<file path="config.mk">
export PLATFORM = sky130hd
export DESIGN_NAME = prn_ctrl
export DESIGN_NICKNAME = d
export VERILOG_FILES = /design/src/hw/rtl/prn_pkg.sv /design/src/hw/rtl/prn_ctrl.sv
export SDC_FILE = /design/constraint.sdc
export NUM_CORES = 1
export LEC_CHECK = 0
export BUFFER_PORTS_ARGS = -buffer_cell sky130_fd_sc_hd__buf_2
export CORE_AREA = 2 2 43 45
export DETAILED_ROUTE_END_ITERATION = 8
export DIE_AREA = 0 0 45 47
export MAX_ROUTING_LAYER = met4
export PLACE_DENSITY = 0.77
export SKIP_LAST_GASP = 1
export SYNTH_ARGS = -nofsm -noshare
export SYNTH_HDL_FRONTEND = slang
export SYNTH_SLANG_ARGS = --single-unit
export TNS_END_PERCENT = 100
</file>
<file path="constraint.sdc">
create_clock -name clk -period 2.2 [get_ports clk]
set_clock_uncertainty 0.05 [all_clocks]
set_input_delay 0.22 -clock clk [delete_from_list [all_inputs] [get_ports clk]]
set_output_delay 0.22 -clock clk [all_outputs]
set_load 0.01 [all_outputs]
</file>
<file path="src/hw/rtl/prn_pkg.sv">
package prn_pkg;

    localparam int DATA_W          = 32;
    localparam int DIM_W           = 11;
    localparam int CFG_IDX_W       = 2;
    localparam int CFG_DATA_W      = 32;
    localparam int MAX_ROW_LEN_DEF = 1024;
    localparam int MAX_ROWS_DEF    = 1024;

    localparam logic [DIM_W-1:0]  ROW_COUNT_RST  = 11'd64;
    localparam logic [DIM_W-1:0]  ROW_LENGTH_RST = 11'd64;
    localparam logic [DATA_W-1:0] INV_D2_RST     = 32'd65536;

    typedef enum logic [CFG_IDX_W-1:0] {
        REG_ROW_COUNT      = 2'd0,
        REG_ROW_LENGTH     = 2'd1,
        REG_INV_DX_SQUARED = 2'd2,
        REG_INV_DY_SQUARED = 2'd3
    } reg_idx_t;

    typedef enum logic [1:0] {
        MUL_X_HI = 2'd0,
        MUL_X_LO = 2'd1,
        MUL_Y_HI = 2'd2,
        MUL_Y_LO = 2'd3
    } mul_step_t;

    typedef struct packed {
        logic      load;
        logic      win_first;
        logic      win_second;
        logic      win_shift;
        logic      diff;
        logic      mul_en;
        mul_step_t mul_step;
        logic      saturate;
        logic      square;
        logic      sum_add;
        logic      advance;
        logic      sqrt_start;
        logic      out_load;
    } prn_cmd_t;

    typedef struct packed {
        logic col_zero;
        logic interior;
        logic frame_end;
        logic sqrt_done;
        logic out_free;
    } prn_status_t;

endpackage

</file>
<file path="src/hw/rtl/prn_ctrl.sv">
module prn_ctrl (
    input  logic                 clk,
    input  logic                 rst_n,
    input  logic                 in_valid,
    output logic                 in_ready,
    input  prn_pkg::prn_status_t status,
    output prn_pkg::prn_cmd_t    cmd
);

    typedef enum logic [9:0] {
        S_IDLE  = 10'b0000000001,
        S_READ  = 10'b0000000010,
        S_READ2 = 10'b0000000100,
        S_DIFF  = 10'b0000001000,
        S_MUL   = 10'b0000010000,
        S_SAT   = 10'b0000100000,
        S_SQR   = 10'b0001000000,
        S_SUM   = 10'b0010000000,
        S_ADV   = 10'b0100000000,
        S_ROOT  = 10'b1000000000
    } state_t;

    state_t              state_reg, state_next;
    prn_pkg::mul_step_t  step_reg,  step_next;

    always_comb
    begin
        state_next = state_reg;
        step_next  = step_reg;
        cmd        = '0;
        cmd.mul_step = step_reg;
        in_ready   = 1'b0;
        case (state_reg)
            S_IDLE:
            begin
                in_ready = 1'b1;
                if (in_valid)
                begin
                    cmd.load   = 1'b1;
                    state_next = S_READ;
                end
            end
            S_READ:
            begin
                if (status.col_zero)
                begin
                    cmd.win_first = 1'b1;
                    state_next    = S_READ2;
                end
                else
                begin
                    cmd.win_shift = 1'b1;
                    state_next    = S_DIFF;
                end
            end
            S_READ2:
            begin
                cmd.win_second = 1'b1;
                state_next     = S_DIFF;
            end
            S_DIFF:
            begin
                cmd.diff  = 1'b1;
                step_next = prn_pkg::MUL_X_HI;
                state_next = status.interior ? S_MUL : S_ADV;
            end
            S_MUL:
            begin
                cmd.mul_en = 1'b1;
                case (step_reg)
                    prn_pkg::MUL_X_HI: step_next = prn_pkg::MUL_X_LO;
                    prn_pkg::MUL_X_LO: step_next = prn_pkg::MUL_Y_HI;
                    prn_pkg::MUL_Y_HI: step_next = prn_pkg::MUL_Y_LO;
                    default:           state_next = S_SAT;
                endcase
            end
            S_SAT:
            begin
                cmd.saturate = 1'b1;
                state_next   = S_SQR;
            end
            S_SQR:
            begin
                cmd.square = 1'b1;
                state_next = S_SUM;
            end
            S_SUM:
            begin
                cmd.sum_add = 1'b1;
                state_next  = S_ADV;
            end
            S_ADV:
            begin
                cmd.advance = 1'b1;
                if (status.frame_end)
                begin
                    cmd.sqrt_start = 1'b1;
                    state_next     = S_ROOT;
                end
                else
                begin
                    state_next = S_IDLE;
                end
            end
            S_ROOT:
            begin
                if (status.sqrt_done && status.out_free)
                begin
                    cmd.out_load = 1'b1;
                    state_next   = S_IDLE;
                end
            end
            default:
            begin
                state_next = S_IDLE;
            end
        endcase
    end

    always_ff @(posedge clk or negedge rst_n)
    begin
        if (!rst_n)
        begin
            state_reg <= S_IDLE;
            step_reg  <= prn_pkg::MUL_X_HI;
        end
        else
        begin
            state_reg <= state_next;
            step_reg  <= step_next;
        end
    end

endmodule

</file>
-- Word-level counts from Yosys, hierarchy flattened
Cells that the tools add are included.
- equality and inequality tests: 16
- mux-type cells: 26
- reduce and logical (&&, ||, !) cells: 6
- operator list (cell ; number):
    $pmux 10 s10 ; 1
    $mux 10 ; 4
    $mux 1 ; 16
    $eq 10x1->1 const B ; 1
    $eq 10x10->1 const B ; 1
    $eq 10x2->1 const B ; 1
    $eq 10x3->1 const B ; 1
    $eq 10x4->1 const B ; 1
    $eq 10x5->1 const B ; 1
    $eq 10x6->1 const B ; 1
    $eq 10x7->1 const B ; 1
    $eq 10x8->1 const B ; 1
    $eq 10x9->1 const B ; 1
    $mux 9 ; 1
    $ne 2x2->1 const B ; 3
    $pmux 2 s3 ; 1
    $mux 4 ; 1
    $ne 4x4->1 const B ; 1
    $pmux 2 s2 ; 1
    $reduce_and 3->1 ; 1
    $reduce_or 3->1 ; 1
    $eq 2x1->1 const B ; 1
    $eq 2x2->1 const B ; 1
    $logic_not 2->1 ; 1
    4 further kinds ; 4
- flip-flop bits (word level): 12
- input bits: 8
- logic and storage cells: 50

-- Depth between registers and ports, before layout
Gate-level depths: netlist of run 1.
- depth in word-level cells: 4
- mapped depth: 6

-- Least setup slack after synthesis of run 1
Ideal clock, no wire load.
- kind: reg-to-output
- start: register state_reg[4]
- end: output port cmd[1] (netlist name)
- data arrival time: 1.411 ns
- data required time: 1.930 ns
- setup slack: 0.519 ns
- cell stages (with the launch flop): 6
- cell sequence: dfrtp_1 -> buf_4 -> nor4_4 -> nand3b_2 -> nor3b_2 -> and2_1
- RTL lines (item ; line ; text):
    from (decl) ; prn_ctrl.sv:23 ; state_t state_reg, state_next;
    from (signal assigned) ; prn_ctrl.sv:129 ; state_reg <= state_next;
    to (decl) ; prn_ctrl.sv:7 ; output prn_pkg::prn_cmd_t cmd

==> results of run 1 <==
## area by class of cell
class / count / area, um2 / area share [%]
Timing Repair Buffer: 23 / 120 / 12.1
Multi-Input combinational cell: 63 / 480 / 48.5
Sequential cell: 12 / 304 / 30.7
Inverter: 6 / 27.5 / 2.78
Clock buffer: 4 / 36.3 / 3.67
Tap cell: 17 / 21.3 / 2.15
## cell usage in the layout (no fill, tap or decap), drive strengths merged, types with 2 or more instances in the layout
cell / n
nor4: 3
o21ai: 2
xor2: 2
buf: 22
nor2: 9
o32ai: 2
clkbuf: 4
ha: 3
dfrtp: 11
and2: 6
nand3b: 4
nand3: 2
nor3b: 4
inv: 5
nor3: 4
and4b: 2
nand2: 4
a21oi: 4
## per-stage QoR
step	hold WS, ps	utilization (%)	total power, mW	cell area [um2]
after CTS	41.8	59.8	0.896	987
after global routing	56.5	59.9	0.973	990
after global placement	64.1	57.0	0.697	941
after detailed placement	67.9	57.0	0.711	941
after floorplan	-126	-	0.607	827
final	46.1	59.9	0.891	990
## power by group through the flow
| stage | combinational [mW] | sequential (mW) | clock [mW] |
|---|---|---|---|
| floorplan | 0.293 | 0.313 | 0 |
| global placement | 0.378 | 0.319 | 0 |
| detailed placement | 0.389 | 0.322 | 0 |
| CTS | 0.393 | 0.318 | 0.185 |
| global route | 0.451 | 0.327 | 0.196 |
| finish | 0.394 | 0.319 | 0.178 |
## final timing paths
kind	from	depth (start not counted)	end
worst min-delay path	in_valid	2	state_reg[0]
max in group asynchronous	rst_n	2	state_reg[0]
worst max-delay path	state_reg[7]	5	cmd[1]
min in group asynchronous	rst_n	2	state_reg[1]
worst min register to register	step_reg[1]	1	step_reg[1]
worst max register to register	state_reg[6]	4	step_reg[0]
## layer usage
metal / global-route usage [%] / vias up
met1: 23.4 / 339
li1: - / 355
met5: - / -
met2: 30.6 / 11
met3: 5.77 / 5
met4: 8.82 / 0
## cell families after synthesis
group | after synthesis
fa+ha+maj | 3
buf+inv | 9
flops | 12
compound gates | 13
xor+xnor | 3
simple gates | 44
## timing repair
action / in CTS / in global routing
hold buffers: 1 / 0
hold endpoints to repair: 11 / 0
setup endpoints to repair: 0 / 2
gates resized for setup: 0 / 2
==> results.yml, run 1 <==
timing:
  final.min_clock_period_ps: 2080
  final_hold_viol_count: 0
  setup_viol: 0
  worst_slack_ps: 125
  rsz0062_at_grt: "false"
  maxSlewViolCount: 0
  max_freq_mhz: 482
  fin_crit_sh_pct: 94.3
  setup_tns_ps: 0
  tightest_slew_ps: 436
  max_slew_margin_pct: 70.7
clocking:
  cts_inserted_buffers: 3
  clockBufferDepth: 2
  cts_tree: "built"
  clock_sinks: 12
  htreeDepth: 1
  path_clk_slew_ps: 80
  post_cts_buffers: 0
  clkLatencyLatePin_ps: 280
  cts_root_buf: "clkbuf_4"
worst_setup_path:
  cp.required_ps: 1930
  crit_buf_inv: 1
  crit_path_start_kind: "register"
  rrSetupSlack_ps: 580
  cpMaxStageDelayCell: "dfrtp_2"
  crit_type: "reg -> out"
  crit_chain: "nor4_4, nand3b_2, nor3b_2, and2_1, buf_2"
  crit_family: "simple AND/OR/NAND/NOR gates"
  critPathCaptureType: "primary output"
  crit_fanout: 9
  slowest_delay_ps: 490
  crit_arrival_ps: 1810
finish:
  antennaDiodeCount: 0
  largest_register_ffs: 10
  layout.cells.non_filler: 125
  nets: 120
  drive_gt1_share_pct: 38.0
  area_growth_pct: 19.7
  fill_cells: 140
yosys:
  netlist_instances: 84
  synth_top_area_cell: "dfrtp_1"
  synth_top_cell_area_share_pct: 33.3
  avgSynthCellArea_um2: 9.85
  synth-compound-area-share_pct: 11.6
  synthMuxAreaShare_pct: 0
  synth-warning-count: 0
  synth_seq_cells: 12
  synth_common_cells: "11 x dfrtp_1, 9 x nor2_1, 5 x and2_1, 5 x inv_1"
  syn-num-nets: 95
  async_flop_share_pct: 100
  synthAdderAreaFrac_pct: 4.54
  yosysMostFrequentCell: "dfrtp_1"
  synth_xor_area_share_pct: 3.18
  ys_types: 39
  synth_top_family_by_area: "simple AND/OR/NAND/NOR gates"
  synth_area_leaders: "dfrtp_1 33%, nor4_4 5.1%, ha_1 4.5%, nor2_1 4.1%, and2_1 3.8%"
  ys_seq_area_share_pct: 36.5
  synth_ff_type: "dfrtp_1"
  netlist_area_um2: 827
  yosys.area_share.simple_pct: 38.7
  synth-edff-count: 0
global_routing:
  grt_max_degree: 13
  antenna_found_initial: 0
  overflow: 0
  grt_pass1_vias: 643
  grt_pass1_wl_mm: 2.82
  gr-usage-all-layers_pct: 19.6
floorplanning:
  dieArea_um2: 2120
  die-width_um: 45
  core_region_area_um2: 1650
  ios: 23
  die_y_um: 47
  rows: 15
  start_util_pct: 50.1
route:
  drt_wl_total_mm: 1.71
  drt_iter0_drc: 11
  viasPerCell: 5.68
  wl_met1_um: 731
  highest_layer: "met4"
  ant_nets: 0
  wl_per_cell_um: 13.7
  wl_met3_um: 65
  dr_wl_met2_um: 885
  drc_errors: 0
  dr_total_vias: 710
  dr.pass1.iters: 4
power:
  pwr-share-clk_pct: 20.0
  p_int_uw: 540
  p_leak_nw: 0.498
  swShare_pct: 39.3
  combPwrFrac_pct: 44.2
  netSwitchingPower_uw: 350
  peakVddDrop_mv: 0.415
  p_per_area_nw_per_um2: 900
  seqPwrFrac_pct: 35.8
job:
  max_cap_viol_count: 0
placement:
  routabilityCongestion: 0.860
  dp_hpwl_mm: 1.33
  dpl_worst_slack_ps: 389
  portBuffers: 22
  dp.cells: 120
min_path:
  hold_path_class: "in -> reg"
status:
  outcome: "finished clean"
Power figures use the tool's default switching activity.
==> inputs of run 2 (changes only) <==
--- a/config.mk
+++ b/config.mk
@@ -8,2 +8,3 @@
 export BUFFER_PORTS_ARGS = -buffer_cell sky130_fd_sc_hd__buf_2
+export CAP_MARGIN = 20
 export CORE_AREA = 2 2 43 45
==> constraint.sdc (replaced) <==
create_clock -name clk -period 2.6 [get_ports clk]
set_clock_uncertainty 0.05 [all_clocks]
set_input_delay 0.13 -clock clk [delete_from_list [all_inputs] [get_ports clk]]
set_output_delay 0.13 -clock clk [all_outputs]
set_load 0.01 [all_outputs]
==> run 2 against run 1 <==
Flip-flop and latch count is the same. Total power shrank 16%. Clock power shrank 16%. Final cell count grew 1.6%. Worst setup slack gained 470 ps. Register-to-register slack gained 420 ps. Worst hold slack lost 1.4 ps. Non-clock buffer count grew 2. Core utilization grew 1.1 points. Largest power group unchanged.
==> results.yml, run 2 (synthesis results as in run 1) <==
clocking:
  clkLatencyLatePin_ps: 280
  cts_inserted_buffers: 3
  cts_resized: 0
  path_clk_slew_ps: 70
  htreeDepth: 1
  cts_root_buf: "clkbuf_4"
  cts_tree: "built"
  post_cts_buffers: 0
  clockBufferDepth: 2
  clock_sinks: 12
finish:
  drive_gt1_share_pct: 35.5
  fill_cells: 134
  largest_register_ffs: 10
  final_common_cell: "buf_2"
  multi_input_area_um2: 480
  area_growth_pct: 21.8
  antennaDiodeCount: 0
  fin_area_um2: 1010
  seq_area_um2: 302
  nets: 122
  layout_common_cells: "22 x buf_2, 11 x dfrtp_1, 9 x nor2_1, 5 x inv_1, 5 x and2_1"
power:
  netSwitchingPower_uw: 291
  p_int_uw: 459
  peakVddDrop_mv: 0.349
  p_per_area_nw_per_um2: 745
  seqPwrFrac_pct: 35.9
  p_leak_nw: 0.510
  swShare_pct: 38.8
  pwr-share-clk_pct: 19.9
  combPwrFrac_pct: 44.2
placement:
  placed_area_um2: 941
  routabilityCongestion: 0.860
  dp_hpwl_mm: 1.33
  portBuffers: 22
global_routing:
  grt_pass1_vias: 656
  overflow: 0
  grt_max_degree: 13
  gr-usage-all-layers_pct: 19.8
  antenna_found_initial: 0
  grt_pass1_wl_mm: 2.84
timing:
  setup_viol: 0
  max_slew_margin_pct: 73.6
  final_hold_viol_count: 0
  maxSlewViolCount: 0
  setup_tns_ps: 0
  final.min_clock_period_ps: 2000
  rsz0062_at_grt: "false"
  fin_crit_sh_pct: 77.1
  max_freq_mhz: 499
  tightest_slew_ps: 393
  finalHoldWorstSlack_ps: 44.7
worst_setup_path:
  r2r_cells: 6
  crit_family: "simple AND/OR/NAND/NOR gates"
  crit_path_start_kind: "register"
  critPathCaptureType: "primary output"
  crit_chain: "nor4_4, nand3b_2, nor3b_2, and2_1, buf_2"
  worst-path-stages: 5
  slowest_delay_ps: 500
  crit_fanout: 8
  crit_type: "reg -> out"
  crit_arrival_ps: 1820
  cp.required_ps: 2420
  cpMaxStageDelayCell: "dfrtp_1"
  crit_buf_inv: 1
min_path:
  whs_path_depth: 3
  hold_path_class: "in -> reg"
floorplanning:
  start_util_pct: 50.1
  dieArea_um2: 2120
  core_region_area_um2: 1650
  die-width_um: 45
  ios: 23
  rows: 15
  die_y_um: 47
route:
  dr_total_vias: 716
  wl_per_cell_um: 13.1
  drt_iter0_drc: 21
  drt_wl_total_mm: 1.66
  ant_nets: 0
  drc_errors: 0
  viasPerCell: 5.64
  dr.pass1.iters: 4
job:
  max_cap_viol_count: 0
status:
  outcome: "finished clean"
run 2: per-stage QoR:
step / instances / utilization [%] / worst slack [ps] / total power, mW
2_1_floorplan: 84 / - / 1010 / 0.513
3_3_place_gp: 120 / 57.0 / 993 / 0.590
3_5_place_dp: 120 / 57.0 / 879 / 0.602
4_1_cts: 127 / 61.0 / 561 / 0.760
5_1_grt: 127 / 61.0 / 452 / 0.819
6_report: 127 / 61.0 / 595 / 0.750
run 2: layer usage:
metal	up-vias	wire, um	global-route usage (%)
met5	-	0	-
met4	0	26	8.82
met3	5	79	5.77
met2	19	844	31.1
met1	335	710	23.4
li1	357	-	-
run 2: worst min-delay path: stages:
cell and delay (ps):
buf_2 100, nand2_1 40, o21ai_0 60
run 2: area by class of cell:
class                      instances  share of cell area [%]
inverter                           6                    2.73
timing repair buffer              25                    13.9
multi-input combinational         63                    47.7
tap                               17                    2.11
sequential                        12                    29.9
clock buffer                       4                    3.60
run 2: timing repair:
| action | 4_1_cts | 5_1_grt |
|---|---|---|
| endpoints found under the hold margin | 14 | 0 |
| hold buffers | 3 | 0 |
| setup endpoints to repair | 0 | 0 |
run 2: path summary, 6_finish.rpt:
check / start / to / slack [ps]
worst max-delay path: state_reg[4] / cmd[1] / 600
worst min-delay path: status[3] / state_reg[4] / 40
worst max register to register: state_reg[8] / step_reg[1] / 1000
worst min register to register: step_reg[1] / step_reg[1] / 520
max in group asynchronous: rst_n / state_reg[0] / 2030
min in group asynchronous: rst_n / state_reg[1] / 200
run 2: power by group through the flow:
stage | Clock, mW | Sequential, mW | Combinational (mW)
floorplan | 0 | 0.265 | 0.248
global placement | 0 | 0.270 | 0.320
detailed placement | 0 | 0.273 | 0.329
CTS | 0.156 | 0.269 | 0.335
global route | 0.166 | 0.275 | 0.378
finish | 0.149 | 0.269 | 0.332
==> inputs of run 3 (changes only) <==
- CORE_AREA: 2 2 43 45 -> 2 2 44 46
- DIE_AREA: 0 0 45 47 -> 0 0 46 48
- PLACE_DENSITY: 0.77 -> 0.74
- clock period: 2.6 -> 1.98 ns (I/O delays scaled with it)
==> run 3 against run 2 <==
Wire length up 6.4%. Core utilization is 1.2 points higher. Flip-flop and latch count is the same. Via count rose by 2.9%. First-iteration DRC count fell by 43%.
==> results.yml, run 3 (synthesis results as in run 1) <==
status:
  outcome: "finished clean"
timing:
  maxSlewViolCount: 0
  setup_tns_ps: 0
  rsz0062_at_grt: "false"
  finalHoldWorstSlack_ps: 92.7
  max_freq_mhz: 533
  max_slew_margin_pct: 68.9
  tightest_slew_ps: 463
  fin_crit_sh_pct: 94.8
  final.min_clock_period_ps: 1880
  final_hold_viol_count: 0
  setup_viol: 0
placement:
  dp.cells: 120
  portBuffers: 22
  routabilityCongestion: 0.829
  dp_hpwl_mm: 1.35
clocking:
  clockBufferDepth: 2
  clock_sinks: 12
  clkLatencyLatePin_ps: 270
  htreeDepth: 1
  cts_inserted_buffers: 3
  path_clk_slew_ps: 70
  cts_root_buf: "clkbuf_4"
  cts_tree: "built"
job:
  max_cap_viol_count: 0
global_routing:
  antenna_found_initial: 0
  gr-usage-all-layers_pct: 18.9
  grt_pass1_wl_mm: 2.78
  overflow: 0
  grt_pass1_vias: 635
  grt_max_degree: 13
power:
  peakVddDrop_mv: 0.563
  p_leak_nw: 0.524
  p_per_area_nw_per_um2: 926
floorplanning:
  core_region_area_um2: 1690
  rows: 15
  dieArea_um2: 2210
  die_y_um: 48
  die-width_um: 46
  start_util_pct: 49.0
  ios: 23
finish:
  nets: 127
  drive_gt1_share_pct: 40.0
  antennaDiodeCount: 0
  fill_cells: 142
  area_growth_pct: 27.1
  layout_common_cells: "22 x buf_2, 9 x nor2_1, 7 x dfrtp_1, 5 x inv_1, 5 x and2_1"
  final_util_pct: 62.2
  largest_register_ffs: 10
  final_common_cell: "buf_2"
  layout.cells.non_filler: 132
min_path:
  hold_path_class: "in -> reg"
worst_setup_path:
  crit_arrival_ps: 1730
  crit_fanout: 6
  cp.required_ps: 1830
  crit_type: "reg -> out"
  critPathCaptureType: "primary output"
  crit_path_start_kind: "register"
route:
  ant_nets: 0
  drt_wl_total_mm: 1.77
  wl_per_cell_um: 13.4
  drc_errors: 0
  viasPerCell: 5.58
  drt_iter0_drc: 12
  dr.pass1.iters: 4
  dr_total_vias: 737
-- run 3: cell count changes in the layout (fill, tap and decap cells not counted), sizes merged --
cell | previous run | this run
buf | 22 | 26
dlygate4sd3 | 3 | 4
-- run 3: per-layer routing --
metal	GRT usage (%)	wire, um	vias up
li1	-	-	361
met1	21.5	779	358
met2	31.4	895	16
met3	5.66	73	2
met4	6.86	19	0
met5	-	0	-
-- run 3: area by class of cell --
cell class / count / area (um2) / area share, %
multi-input combinational: 63 / 489 / 46.5
sequential: 12 / 307 / 29.2
timing repair buffer: 30 / 180 / 17.1
inverter: 6 / 27.5 / 2.62
clock buffer: 4 / 26.3 / 2.50
tap: 17 / 21.3 / 2.02
-- run 3: power breakdown --
part | internal [mW] | switching (mW)
clock | 0.0780 | 0.0775
sequential | 0.296 | 0.0562
combinational | 0.209 | 0.257
total | 0.583 | 0.391
-- run 3: repair_timing --
item,in CTS,in global routing
hold buffers,4,0
buffers inserted,0,4
endpoints found under the setup margin,0,4
resized for setup,0,5
hold endpoints to repair,15,0
-- run 3: final timing paths --
| check | startpoint | depth (start not counted) | slack (ps) | to |
|---|---|---|---|---|
| setup / recovery | state_reg[4] | 6 | 100 | cmd[13] |
| hold / removal | status[2] | 3 | 90 | state_reg[9] |
| setup reg to reg | state_reg[7] | 5 | 330 | step_reg[0] |
| hold reg to reg | step_reg[1] | 1 | 530 | step_reg[1] |
| max in group asynchronous | rst_n | 2 | 1430 | state_reg[0] |
| min in group asynchronous | rst_n | 2 | 180 | state_reg[9] |
-- run 3: per-stage QoR --
stage                     power [mW]  worst slack [ps]  area, um2
after floorplan                0.674               420        827
after global placement         0.775               399        941
after detailed placement       0.798               308        941
after CTS                      0.961              11.6       1010
after global routing            1.04              26.5       1050
final                          0.974               102       1050
-- run 3: critical path: stages (launching register included) --
cell and delay (ps):
dfrtp_2 460, nor4_4 360, and2_1 200, nand3b_1 110, inv_1 90, and2_1 120, buf_2 120
